`src/rtl/bmc_pkg.sv`:
```
`timescale 1ns / 1ps
`default_nettype none
// ----------------------------------------------------------------------------
// bmc_pkg: shared types and constants of the 3x3 morphology chain
// Row width, register indexes, operation codes, queue and stage words, and
// the 3x3 window function used by every stage.
// ----------------------------------------------------------------------------
package bmc_pkg;

	localparam int ROW_W       = 64;  // widest row the block takes
	localparam int WIDTH_W     = 7;   // image_width register
	localparam int MODE_W      = 2;   // mode register
	localparam int NUM_STAGES  = 4;   // stages of the chain
	localparam int QDEPTH      = 2;   // front-to-back queue, power of two
	localparam int QPTR_W      = $clog2(QDEPTH);

	// register indexes on the config port
	localparam logic [0:0] REG_WIDTH = 1'd0;
	localparam logic [0:0] REG_MODE  = 1'd1;

	// mode register codes
	localparam logic [MODE_W-1:0] MODE_ERODE  = 2'd0;
	localparam logic [MODE_W-1:0] MODE_DILATE = 2'd1;
	localparam logic [MODE_W-1:0] MODE_CHAIN  = 2'd2;

	typedef enum logic [1:0] {
		OP_ERODE  = 2'd0,
		OP_DILATE = 2'd1,
		OP_CHAIN  = 2'd2
	} op_t;

	// one classified row in the queue
	typedef struct packed {
		logic [ROW_W-1:0] row;
		op_t              op;
		logic             last;
	} word_t;

	// flags that travel with a row between stages
	typedef struct packed {
		logic last;     // flush row of the frame
		logic run_end;  // final row caused by its input word
		logic chain;    // row belongs to the four-stage chain
	} row_tag_t;

	// 3x3 window for the middle row b; a above, c below, m the width mask
	function automatic logic [ROW_W-1:0] window(
		input logic             dil,
		input logic [ROW_W-1:0] a,
		input logic [ROW_W-1:0] b,
		input logic [ROW_W-1:0] c,
		input logic [ROW_W-1:0] m
	);
		logic [ROW_W-1:0] v;
		logic [ROW_W-1:0] r;
		if (dil) begin
			v = (a | b | c) & m;
			r = v | (v << 1) | (v >> 1);
		end else begin
			v = a & b & c & m;
			r = v & (v << 1) & (v >> 1);
		end
		return r & m;
	endfunction

endpackage
`default_nettype wire

```
`src/rtl/bmc_front.sv`:
```
`timescale 1ns / 1ps
`default_nettype none
// ----------------------------------------------------------------------------
// bmc_front: input acceptance and classification
// Builds the width mask, masks the incoming row and tags it with the
// operation picked by the mode register before it enters the queue.
// ----------------------------------------------------------------------------
module bmc_front import bmc_pkg::*; (
	input  wire logic               row_valid,
	output logic                    row_ready,
	input  wire logic [ROW_W-1:0]   row_bits,
	input  wire logic               last_row,
	input  wire logic [WIDTH_W-1:0] image_width,
	input  wire logic [MODE_W-1:0]  mode,
	input  wire logic               q_full,
	output logic                    q_push,
	output word_t                   q_word,
	output logic [ROW_W-1:0]        row_mask
);

	op_t op;

	// column c is in use when c < width; widths past the row saturate
	always_comb begin
		for (int c = 0; c < ROW_W; c++) begin
			row_mask[c] = ({1'b0, image_width} > (WIDTH_W + 1)'(c));
		end
	end

	always_comb begin
		case (mode)
			MODE_ERODE:  op = OP_ERODE;
			MODE_DILATE: op = OP_DILATE;
			MODE_CHAIN:  op = OP_CHAIN;
			default:     op = OP_CHAIN;  // unused code runs the chain
		endcase
	end

	assign row_ready   = !q_full;
	assign q_push      = row_valid && row_ready;
	assign q_word.row  = row_bits & row_mask;
	assign q_word.op   = op;
	assign q_word.last = last_row;

endmodule
`default_nettype wire

```
`src/rtl/bmc_queue.sv`:
```
`timescale 1ns / 1ps
`default_nettype none
// ----------------------------------------------------------------------------
// bmc_queue: short word queue between front and back
// Two-entry FIFO; the head is shown combinationally to the back.
// ----------------------------------------------------------------------------
module bmc_queue import bmc_pkg::*; (
	input  wire logic  clk,
	input  wire logic  arst_n,
	input  wire logic  push,
	input  wire word_t push_word,
	output logic       full,
	input  wire logic  pop,
	output logic       head_valid,
	output word_t      head_word
);

	word_t              entry_q [QDEPTH];
	logic [QPTR_W-1:0]  wr_ptr_q;
	logic [QPTR_W-1:0]  rd_ptr_q;
	logic [QPTR_W:0]    count_q;

	assign full       = (count_q == (QPTR_W + 1)'(QDEPTH));
	assign head_valid = (count_q != '0);
	assign head_word  = entry_q[rd_ptr_q];

	always_ff @(posedge clk or negedge arst_n) begin
		if (!arst_n) begin
			wr_ptr_q <= '0;
			rd_ptr_q <= '0;
			count_q  <= '0;
		end else begin
			if (push) begin
				wr_ptr_q <= wr_ptr_q + 1'b1;
			end
			if (pop) begin
				rd_ptr_q <= rd_ptr_q + 1'b1;
			end
			case ({push, pop})
				2'b10:   count_q <= count_q + 1'b1;
				2'b01:   count_q <= count_q - 1'b1;
				default: count_q <= count_q;
			endcase
		end
	end

	always_ff @(posedge clk) begin
		if (push) begin
			entry_q[wr_ptr_q] <= push_word;
		end
	end

endmodule
`default_nettype wire

```
`src/rtl/bmc_stage.sv`:
```
`timescale 1ns / 1ps
`default_nettype none
// ----------------------------------------------------------------------------
// bmc_stage: one 3x3 erosion or dilation stage
// Holds the row above and the current row, emits the processed current row
// when the next one arrives, and a flush row after the frame's last row.
// ----------------------------------------------------------------------------
module bmc_stage import bmc_pkg::*; (
	input  wire logic             clk,
	input  wire logic             arst_n,
	input  wire logic             dilate,
	input  wire logic [ROW_W-1:0] mask,
	input  wire logic             in_valid,
	output logic                  in_ready,
	input  wire logic [ROW_W-1:0] in_row,
	input  wire row_tag_t         in_tag,
	output logic                  out_valid,
	input  wire logic             out_ready,
	output logic [ROW_W-1:0]      out_row,
	output row_tag_t              out_tag
);

	logic [ROW_W-1:0] prev_q;
	logic [ROW_W-1:0] cur_q;
	logic             held_q;
	logic             flush_q;
	logic             flush_dil_q;
	row_tag_t         flush_tag_q;
	logic             out_valid_q;
	logic [ROW_W-1:0] out_row_q;
	row_tag_t         out_tag_q;

	logic             slot_free;
	logic             take;
	logic             emit_flush;
	logic [ROW_W-1:0] x;
	logic [ROW_W-1:0] win_next;
	logic [ROW_W-1:0] win_first;
	logic [ROW_W-1:0] win_flush;

	assign slot_free  = !out_valid_q || out_ready;
	assign in_ready   = !flush_q && slot_free;
	assign take       = in_valid && in_ready;
	assign emit_flush = flush_q && slot_free;
	assign x          = in_row & mask;

	assign win_next  = window(dilate, prev_q, cur_q, x, mask);
	assign win_first = window(dilate, '0, x, '0, mask);
	assign win_flush = window(flush_dil_q, prev_q, cur_q, '0, mask);

	assign out_valid = out_valid_q;
	assign out_row   = out_row_q;
	assign out_tag   = out_tag_q;

	// control
	always_ff @(posedge clk or negedge arst_n) begin
		if (!arst_n) begin
			held_q      <= 1'b0;
			flush_q     <= 1'b0;
			out_valid_q <= 1'b0;
		end else begin
			if (out_ready) begin
				out_valid_q <= 1'b0;
			end
			if (take) begin
				if (held_q) begin
					out_valid_q <= 1'b1;
					flush_q     <= in_tag.last;
				end else begin
					held_q      <= !in_tag.last;
					out_valid_q <= in_tag.last || (out_valid_q && !out_ready);
				end
			end else if (emit_flush) begin
				out_valid_q <= 1'b1;
				flush_q     <= 1'b0;
				held_q      <= 1'b0;
			end
		end
	end

	// row data
	always_ff @(posedge clk) begin
		if (take) begin
			cur_q       <= x;
			flush_dil_q <= dilate;
			flush_tag_q <= in_tag;
			if (held_q) begin
				prev_q            <= cur_q;
				out_row_q         <= win_next;
				out_tag_q.last    <= 1'b0;
				out_tag_q.run_end <= in_tag.run_end && !in_tag.last;
				out_tag_q.chain   <= in_tag.chain;
			end else begin
				prev_q <= '0;
				if (in_tag.last) begin
					out_row_q <= win_first;
					out_tag_q <= in_tag;
				end
			end
		end else if (emit_flush) begin
			out_row_q <= win_flush;
			out_tag_q <= flush_tag_q;
		end
	end

endmodule
`default_nettype wire

```
`src/rtl/bmc_back.sv`:
```
`timescale 1ns / 1ps
`default_nettype none
// ----------------------------------------------------------------------------
// bmc_back: stage chain
// Pops classified rows, runs them through stage 0 alone or through all four
// stages (erode, dilate, erode, dilate), and presents the final rows.
// ----------------------------------------------------------------------------
module bmc_back import bmc_pkg::*; (
	input  wire logic             clk,
	input  wire logic             arst_n,
	input  wire logic [ROW_W-1:0] mask,
	input  wire logic             q_valid,
	input  wire word_t            q_word,
	output logic                  q_pop,
	output logic                  res_valid,
	input  wire logic             res_ready,
	output logic [ROW_W-1:0]      res_row,
	output row_tag_t              res_tag
);

	logic             st_dil       [NUM_STAGES];
	logic             st_in_valid  [NUM_STAGES];
	logic             st_in_ready  [NUM_STAGES];
	logic [ROW_W-1:0] st_in_row    [NUM_STAGES];
	row_tag_t         st_in_tag    [NUM_STAGES];
	logic             st_out_valid [NUM_STAGES];
	logic             st_out_ready [NUM_STAGES];
	logic [ROW_W-1:0] st_out_row   [NUM_STAGES];
	row_tag_t         st_out_tag   [NUM_STAGES];
	logic             single_out;

	// stage 0 takes the queue head; odd stages of the chain dilate
	always_comb begin
		st_dil[0]              = (q_word.op == OP_DILATE);
		st_in_valid[0]         = q_valid;
		st_in_row[0]           = q_word.row;
		st_in_tag[0].last      = q_word.last;
		st_in_tag[0].run_end   = 1'b1;
		st_in_tag[0].chain     = (q_word.op == OP_CHAIN);
		q_pop                  = q_valid && st_in_ready[0];

		single_out = st_out_valid[0] && !st_out_tag[0].chain;

		st_in_valid[1]  = st_out_valid[0] && st_out_tag[0].chain;
		st_out_ready[0] = st_out_tag[0].chain ? st_in_ready[1] : res_ready;
		for (int s = 1; s < NUM_STAGES; s++) begin
			st_dil[s]    = s[0];
			st_in_row[s] = st_out_row[s-1];
			st_in_tag[s] = st_out_tag[s-1];
		end
		for (int s = 2; s < NUM_STAGES; s++) begin
			st_in_valid[s]    = st_out_valid[s-1];
			st_out_ready[s-1] = st_in_ready[s];
		end
		st_out_ready[NUM_STAGES-1] = res_ready;

		if (single_out) begin
			res_valid = 1'b1;
			res_row   = st_out_row[0];
			res_tag   = st_out_tag[0];
		end else begin
			res_valid = st_out_valid[NUM_STAGES-1];
			res_row   = st_out_row[NUM_STAGES-1];
			res_tag   = st_out_tag[NUM_STAGES-1];
		end
	end

	for (genvar s = 0; s < NUM_STAGES; s++) begin : g_stage
		bmc_stage u_stage (
			.clk       (clk),
			.arst_n    (arst_n),
			.dilate    (st_dil[s]),
			.mask      (mask),
			.in_valid  (st_in_valid[s]),
			.in_ready  (st_in_ready[s]),
			.in_row    (st_in_row[s]),
			.in_tag    (st_in_tag[s]),
			.out_valid (st_out_valid[s]),
			.out_ready (st_out_ready[s]),
			.out_row   (st_out_row[s]),
			.out_tag   (st_out_tag[s])
		);
	end

endmodule
`default_nettype wire

```
`src/rtl/binary_morphology_chain_3x3.sv`:
```
`timescale 1ns / 1ps
`default_nettype none
// ----------------------------------------------------------------------------
// binary_morphology_chain_3x3: streaming 3x3 binary erosion / dilation
//
// Input channel (row_valid/row_ready) takes one packed image row per word,
// bit c = column c, with last_row on the frame's final row. Result channel
// (res_valid/res_ready) returns processed rows with frame_end on the frame's
// final row and run_end on the last result caused by an input word.
// APB port: image_width at 0x0, mode at 0x4 (0 erode, 1 dilate, 2 chain of
// erode, dilate, erode, dilate). Write registers only while idle.
// Each stage lags one row, so a row's result leaves when the next row enters;
// a last row flushes every stage and can cause up to five results.
// A result passes the queue and then one output register per stage that
// it runs through. Ordinary rows are taken at one word per cycle while the
// receiver keeps up; each stage's single output register emits one row per
// cycle, so a last row in chain mode holds the input while the flush rows
// drain.
// A stalled receiver backs up through the stage registers into the two-word
// queue, after which row_ready drops. Reset empties queue and stages and
// restores width 64, mode 2.
// ----------------------------------------------------------------------------
module binary_morphology_chain_3x3 import bmc_pkg::*; (
	input  wire logic             clk,
	input  wire logic             arst_n,
	// APB configuration
	input  wire logic             psel,
	input  wire logic             penable,
	input  wire logic             pwrite,
	input  wire logic [2:0]       paddr,
	input  wire logic [31:0]      pwdata,
	output logic      [31:0]      prdata,
	output logic                  pready,
	// row input
	input  wire logic             row_valid,
	output logic                  row_ready,
	input  wire logic [ROW_W-1:0] row_bits,
	input  wire logic             last_row,
	// result output
	output logic                  res_valid,
	input  wire logic             res_ready,
	output logic [ROW_W-1:0]      out_row_bits,
	output logic                  frame_end,
	output logic                  run_end
);

	logic [WIDTH_W-1:0] width_q;
	logic [MODE_W-1:0]  mode_q;
	logic [0:0]         reg_idx;
	logic               cfg_wr;

	logic               q_full;
	logic               q_push;
	word_t              q_in_word;
	logic               q_valid;
	word_t              q_head;
	logic               q_pop;
	logic [ROW_W-1:0]   row_mask;
	row_tag_t           res_tag;

	// ---- configuration registers ----
	assign pready  = 1'b1;
	assign reg_idx = paddr[2:2];
	assign cfg_wr  = psel && penable && pwrite && pready;

	always_ff @(posedge clk or negedge arst_n) begin
		if (!arst_n) begin
			width_q <= WIDTH_W'(64);
			mode_q  <= MODE_CHAIN;
		end else if (cfg_wr) begin
			case (reg_idx)
				REG_WIDTH: width_q <= pwdata[WIDTH_W-1:0];
				REG_MODE:  mode_q  <= pwdata[MODE_W-1:0];
				default:   ;
			endcase
		end
	end

	always_comb begin
		case (reg_idx)
			REG_WIDTH: prdata = {{(32 - WIDTH_W){1'b0}}, width_q};
			REG_MODE:  prdata = {{(32 - MODE_W){1'b0}}, mode_q};
			default:   prdata = '0;
		endcase
	end

	// ---- front: mask and classify incoming rows ----
	bmc_front u_front (
		.row_valid   (row_valid),
		.row_ready   (row_ready),
		.row_bits    (row_bits),
		.last_row    (last_row),
		.image_width (width_q),
		.mode        (mode_q),
		.q_full      (q_full),
		.q_push      (q_push),
		.q_word      (q_in_word),
		.row_mask    (row_mask)
	);

	// ---- queue decouples acceptance from the stage chain ----
	bmc_queue u_queue (
		.clk        (clk),
		.arst_n     (arst_n),
		.push       (q_push),
		.push_word  (q_in_word),
		.full       (q_full),
		.pop        (q_pop),
		.head_valid (q_valid),
		.head_word  (q_head)
	);

	// ---- back: stage chain and result selection ----
	// mask comes straight from the width register; the user must keep it
	// stable while any row is in flight, the block does not enforce this
	bmc_back u_back (
		.clk       (clk),
		.arst_n    (arst_n),
		.mask      (row_mask),
		.q_valid   (q_valid),
		.q_word    (q_head),
		.q_pop     (q_pop),
		.res_valid (res_valid),
		.res_ready (res_ready),
		.res_row   (out_row_bits),
		.res_tag   (res_tag)
	);

	assign frame_end = res_tag.last;
	assign run_end   = res_tag.run_end;

`ifndef NO_ASSERTIONS
	// the frame's flush row is always the final result of its word
	a_frame_end_run_end: assert property (@(posedge clk) disable iff (!arst_n)
		res_valid |-> (!frame_end || run_end))
		else $error("frame_end without run_end");

	// nothing shows up beyond the configured width
	a_out_masked: assert property (@(posedge clk) disable iff (!arst_n)
		res_valid |-> ((out_row_bits & ~row_mask) == '0))
		else $error("result bits beyond image width");

	// a full queue that was not drained keeps the input stalled
	a_queue_hold: assert property (@(posedge clk) disable iff (!arst_n)
		(q_full && !q_pop) |=> !row_ready)
		else $error("input taken while queue full");
`endif

endmodule
`default_nettype wire

```
`config.mk`:
```
export PLATFORM = sky130hd
export DESIGN_NAME = binary_morphology_chain_3x3
export DESIGN_NICKNAME = d
export VERILOG_FILES = /design/src/rtl/bmc_pkg.sv /design/src/rtl/bmc_front.sv /design/src/rtl/bmc_queue.sv /design/src/rtl/bmc_stage.sv /design/src/rtl/bmc_back.sv /design/src/rtl/binary_morphology_chain_3x3.sv
export SDC_FILE = /design/constraint.sdc
export NUM_CORES = 2
export LEC_CHECK = 0
export ABC_CLOCK_PERIOD_IN_PS = 8700
export BUFFER_PORTS_ARGS = -buffer_cell sky130_fd_sc_hd__buf_2
export CAP_MARGIN = 15
export CORE_MARGIN = 4
export CORE_UTILIZATION = 50
export CTS_BUF_LIST = sky130_fd_sc_hd__clkbuf_8 sky130_fd_sc_hd__clkbuf_16
export DETAILED_ROUTE_END_ITERATION = 8
export GPL_ROUTABILITY_DRIVEN = 0
export GPL_TIMING_DRIVEN = 1
export PLACE_DENSITY = 0.67
export SKIP_LAST_GASP = 1
export SLEW_MARGIN = 20
export SYNTH_ARGS = -nofsm -noshare
export SYNTH_HDL_FRONTEND = slang
export SYNTH_HIERARCHICAL = 1
export SYNTH_SLANG_ARGS = --single-unit
```
`constraint.sdc`:
```
create_clock -name clk -period 8.7 [get_ports clk]
set_input_delay 1.305 -clock clk [delete_from_list [all_inputs] [get_ports clk]]
set_output_delay 1.305 -clock clk [all_outputs]
set_load 0.01 [all_outputs]
```
==> impl_metrics.sql <==
INSERT INTO impl_metrics (metric_group, metric, value, unit) VALUES
('sta', 'final-max-slew-violation-count', '183', ''),
('grt', 'grt_pass1_vias', '44600', ''),
('finish', 'layout.area.seq', '28400', 'sq um'),
('finish', 'finish.cell_count_without_fillers', '6557', ''),
('clock_tree', 'clk_transition_reported_paths', '0.06', 'ns'),
('sta', 'final.min_clock_period', '5.46', 'ns'),
('grt', 'grt_antenna_before_repair', '7', ''),
('sta', 'tightestPinTransition', '4.29', 'ns'),
('grt', 'grt_remaining_overflow', '0', ''),
('drt', 'antenna_violating_nets_post_route', '0', ''),
('critical_path', 'cp_data_required_time', '9.20', 'ns'),
('clock_tree', 'clk_latency', '0.70', 'ns'),
('place', 'place_inst', '6359', ''),
('critical_path', 'worstPathMaxFanout', '33', ''),
('sta', 'fin_worst_hold_slack', '0.453', 'ns'),
('drt', 'dr_iter_0_viols', '5819', ''),
('die', 'fp-row-count', '122', ''),
('drt', 'detail_route.wirelength', '170000', 'microns'),
('power', 'power_density', '441', 'nW/um^2'),
('clock_tree', 'cts-buffers-inserted', '107', ''),
('die', 'dieWidth', '342', 'microns'),
('logic_synthesis', 'synthesized_area_per_cell', '11.4', 'sq um'),
('die', 'num_io_pins', '208', ''),
('critical_path', 'worstPathArrival', '5.97', 'ns'),
('logic_synthesis', 'synth.cell_area', '55700', 'sq um'),
('status', 'run_status', 'finished, violations left', ''),
('sta', 'fmax', '183', 'MHz'),
('finish', 'layout-area-overhead-vs-synth', '10.1', '%'),
('critical_path', 'setup.worst_path.class', 'in -> reg', ''),
('sta', 'max_slew_margin', '-186', '%'),
('logic_synthesis', 'post_synth_inst_count', '4881', ''),
('sta', 'clock_skew', '0.0342', 'ns'),
('die', 'core', '111000', 'sq um'),
('finish', 'area_occupied_by_multi_input_gates', '25800', 'sq um'),
('critical_path', 'cpPeakStageDelay', '0.70', 'ns'),
('critical_path', 'crit_path_cell_trace', 'buf_2 -> nor2b_1 -> nor2_1 -> nor2b_1 -> nor2_1 -> nor2b_1 -> nor2_1 -> mux2_2 -> nor2b_1 -> or4_4 -> buf_4 -> o221ai_2 -> nor3_1', ''),
('critical_path', 'cell_with_the_biggest_individual_delay_on_the_critical_path', 'sky130_fd_sc_hd__or4_4', ''),
('finish', 'design.final.nets', '5090', ''),
('die', 'floorplan.initialDensity', '50.3', '%'),
('grt', 'grt_start_max_net_pins', '87', ''),
('sta', 'final_hold_viol_count', '0', ''),
('drt', 'vias', '46100', ''),
('die', 'die_h', '342', 'microns'),
('power', 'power.leakage', '0.0192', 'uW'),
('drt', 'wl_per_cell', '25.9', 'microns'),
('clock_tree', 'hold_buffers', '0', ''),
('worst_hold_path', 'timing.hold.worst_path_depth', '0', ''),
('flow_run', 'cap_viol_max_count', '0', ''),
('critical_path', 'reg2regPathDepth', '12', ''),
('drt', 'drt_first_pass_iters', '9', ''),
('grt', 'groute.usage.overall', '28.1', '%'),
('clock_tree', 'cts.htree.levels', '3', ''),
('status', 'violations_in_the_final_reports', 'design-rule violations, max-slew violations', ''),
('sta', 'setup-tns-final', '0', 'ns'),
('finish', 'layout-drive-gt1-share', '16.8', '%'),
('clock_tree', 'cts_max_path_buffers', '3', ''),
('grt', 'grt_pass1_wl', '260000', 'microns'),
('critical_path', 'most_frequent_cell_on_the_critical_path', 'sky130_fd_sc_hd__nor2b_1', ''),
('place', 'detailedPlacementHpwl', '113000', 'microns'),
('sta', 'grt_setup_unrepaired', 'no', ''),
('drt', 'detail_route.drc_violations', '2', ''),
('power', 'vdd.ir_drop.worst', '0.333', 'mV'),
('clock_tree', 'clock-root-buffer', 'sky130_fd_sc_hd__clkbuf_16', ''),
('clock_tree', 'post_cts_buffers', '0', ''),
('critical_path', 'worstSetupEndpointType', 'flip-flop', ''),
('place', 'port_buffers', '154', ''),
('clock_tree', 'cts.repair.resized', '0', ''),
('die', 'fp.dieArea', '117000', 'sq um'),
('drt', 'detail_route.vias_per_cell', '7.03', ''),
('clock_tree', 'clock_sink_count', '949', ''),
('worst_hold_path', 'hold_class', 'reg -> reg', ''),
('sta', 'final-setup-viol-count', '0', ''),
('sta', 'layout_worst_path_cycle_share', '62.8', '%'),
('logic_synthesis', 'ys_warn_count', '6', ''),
('clock_tree', 'cts_tree', 'built', ''),
('finish', 'num-fill-cells', '9337', ''),
('critical_path', 'worst_setup_path_start_kind', 'input port', '');
routing by layer:
layer | wire length [microns] | up-vias | track usage [%]
li1 | - | 20300 | -
met5 | 0 | - | 0.0417
met2 | 75600 | 2767 | 43.2
met4 | 5670 | 0 | 10.2
met3 | 18600 | 416 | 5.71
met1 | 70100 | 22700 | 39.6
per-stage QoR:
stage               area, sq um  total power, uW  worst slack, ns  utilization, %
floorplan                 55800            18600             1.96               -
global placement          57600            21700             2.67            52.0
detailed placement        57600            21900             2.61            52.0
CTS                       61200            26700             3.30            55.3
global route              61300            28500             3.00            55.4
finish                    61300            27000             3.24            55.4
power by group:
| group | leakage (uW) | switching (uW) | internal (uW) |
|---|---|---|---|
| clock | 0.00182 | 1910 | 2760 |
| sequential | 0.00926 | 1840 | 8560 |
| combinational | 0.00816 | 7730 | 4200 |
placed cells by master (no fill, tap or decap), drive strengths merged, types with 48 or more instances in the layout:
| cell type | count |
|---|---|
| a21oi | 279 |
| nor3 | 701 |
| or4bb | 108 |
| mux2 | 146 |
| o31a | 464 |
| buf | 240 |
| and2 | 516 |
| inv | 48 |
| nand2 | 67 |
| nand4 | 271 |
| clkbuf | 110 |
| nand3 | 282 |
| o221ai | 240 |
| edfxtp | 924 |
| o21ai | 323 |
worst paths after layout:
check | startpoint | endpoint | slack [ns]
max | res_ready | u_back/g_stage[0].u_stage/out_row[27] | 3.24
min | u_back/g_stage[2].u_stage/out_tag[1] | u_back/g_stage[3].u_stage/flush_tag_q[1] | 0.45
max reg2reg | u_back/g_stage[3].u_stage/out_valid | u_back/g_stage[0].u_stage/out_row[27] | 3.57
min reg2reg | u_back/g_stage[2].u_stage/out_tag[1] | u_back/g_stage[3].u_stage/flush_tag_q[1] | 0.45
max in group asynchronous | arst_n | width_q[3] | 7.39
min in group asynchronous | arst_n | u_back/g_stage[3].u_stage/flush_q | 0.68
area by class of cell:
type                       instances  area share (%)
antenna                            1         0.00408
clock buffer                     110            4.49
clock inverter                    85            1.40
inverter                          31           0.190
multi-input combinational       3653            42.2
sequential                       949            46.3
tap                             1488            3.04
timing repair buffer             240            2.38
critical path, delay by kind of cell:
family	cells	cell delay, ns
muxes	1	0.30
buffers and inverters	2	0.70
AOI/OAI and AO/OA	1	0.15
and+or+nand+nor	9	3.45
sequential cells by signal (all words and copies together) (netlist names), 4 cells and up:
signal / flops
u_back/g_stage.u_stage/out_valid: 4
u_back/g_stage.u_stage/flush_tag_q: 9
u_back/g_stage.u_stage/cur_q: 256
u_queue/entry_q: 134
u_back/g_stage.u_stage/out_row: 256
u_back/g_stage.u_stage/flush_q: 4
width_q: 7
u_back/g_stage.u_stage/held_q: 4
u_back/g_stage.u_stage/prev_q: 256
u_back/g_stage.u_stage/out_tag: 9
u_back/g_stage.u_stage/flush_dil_q: 4
Note: power is estimated with default switching activity, not from simulation.
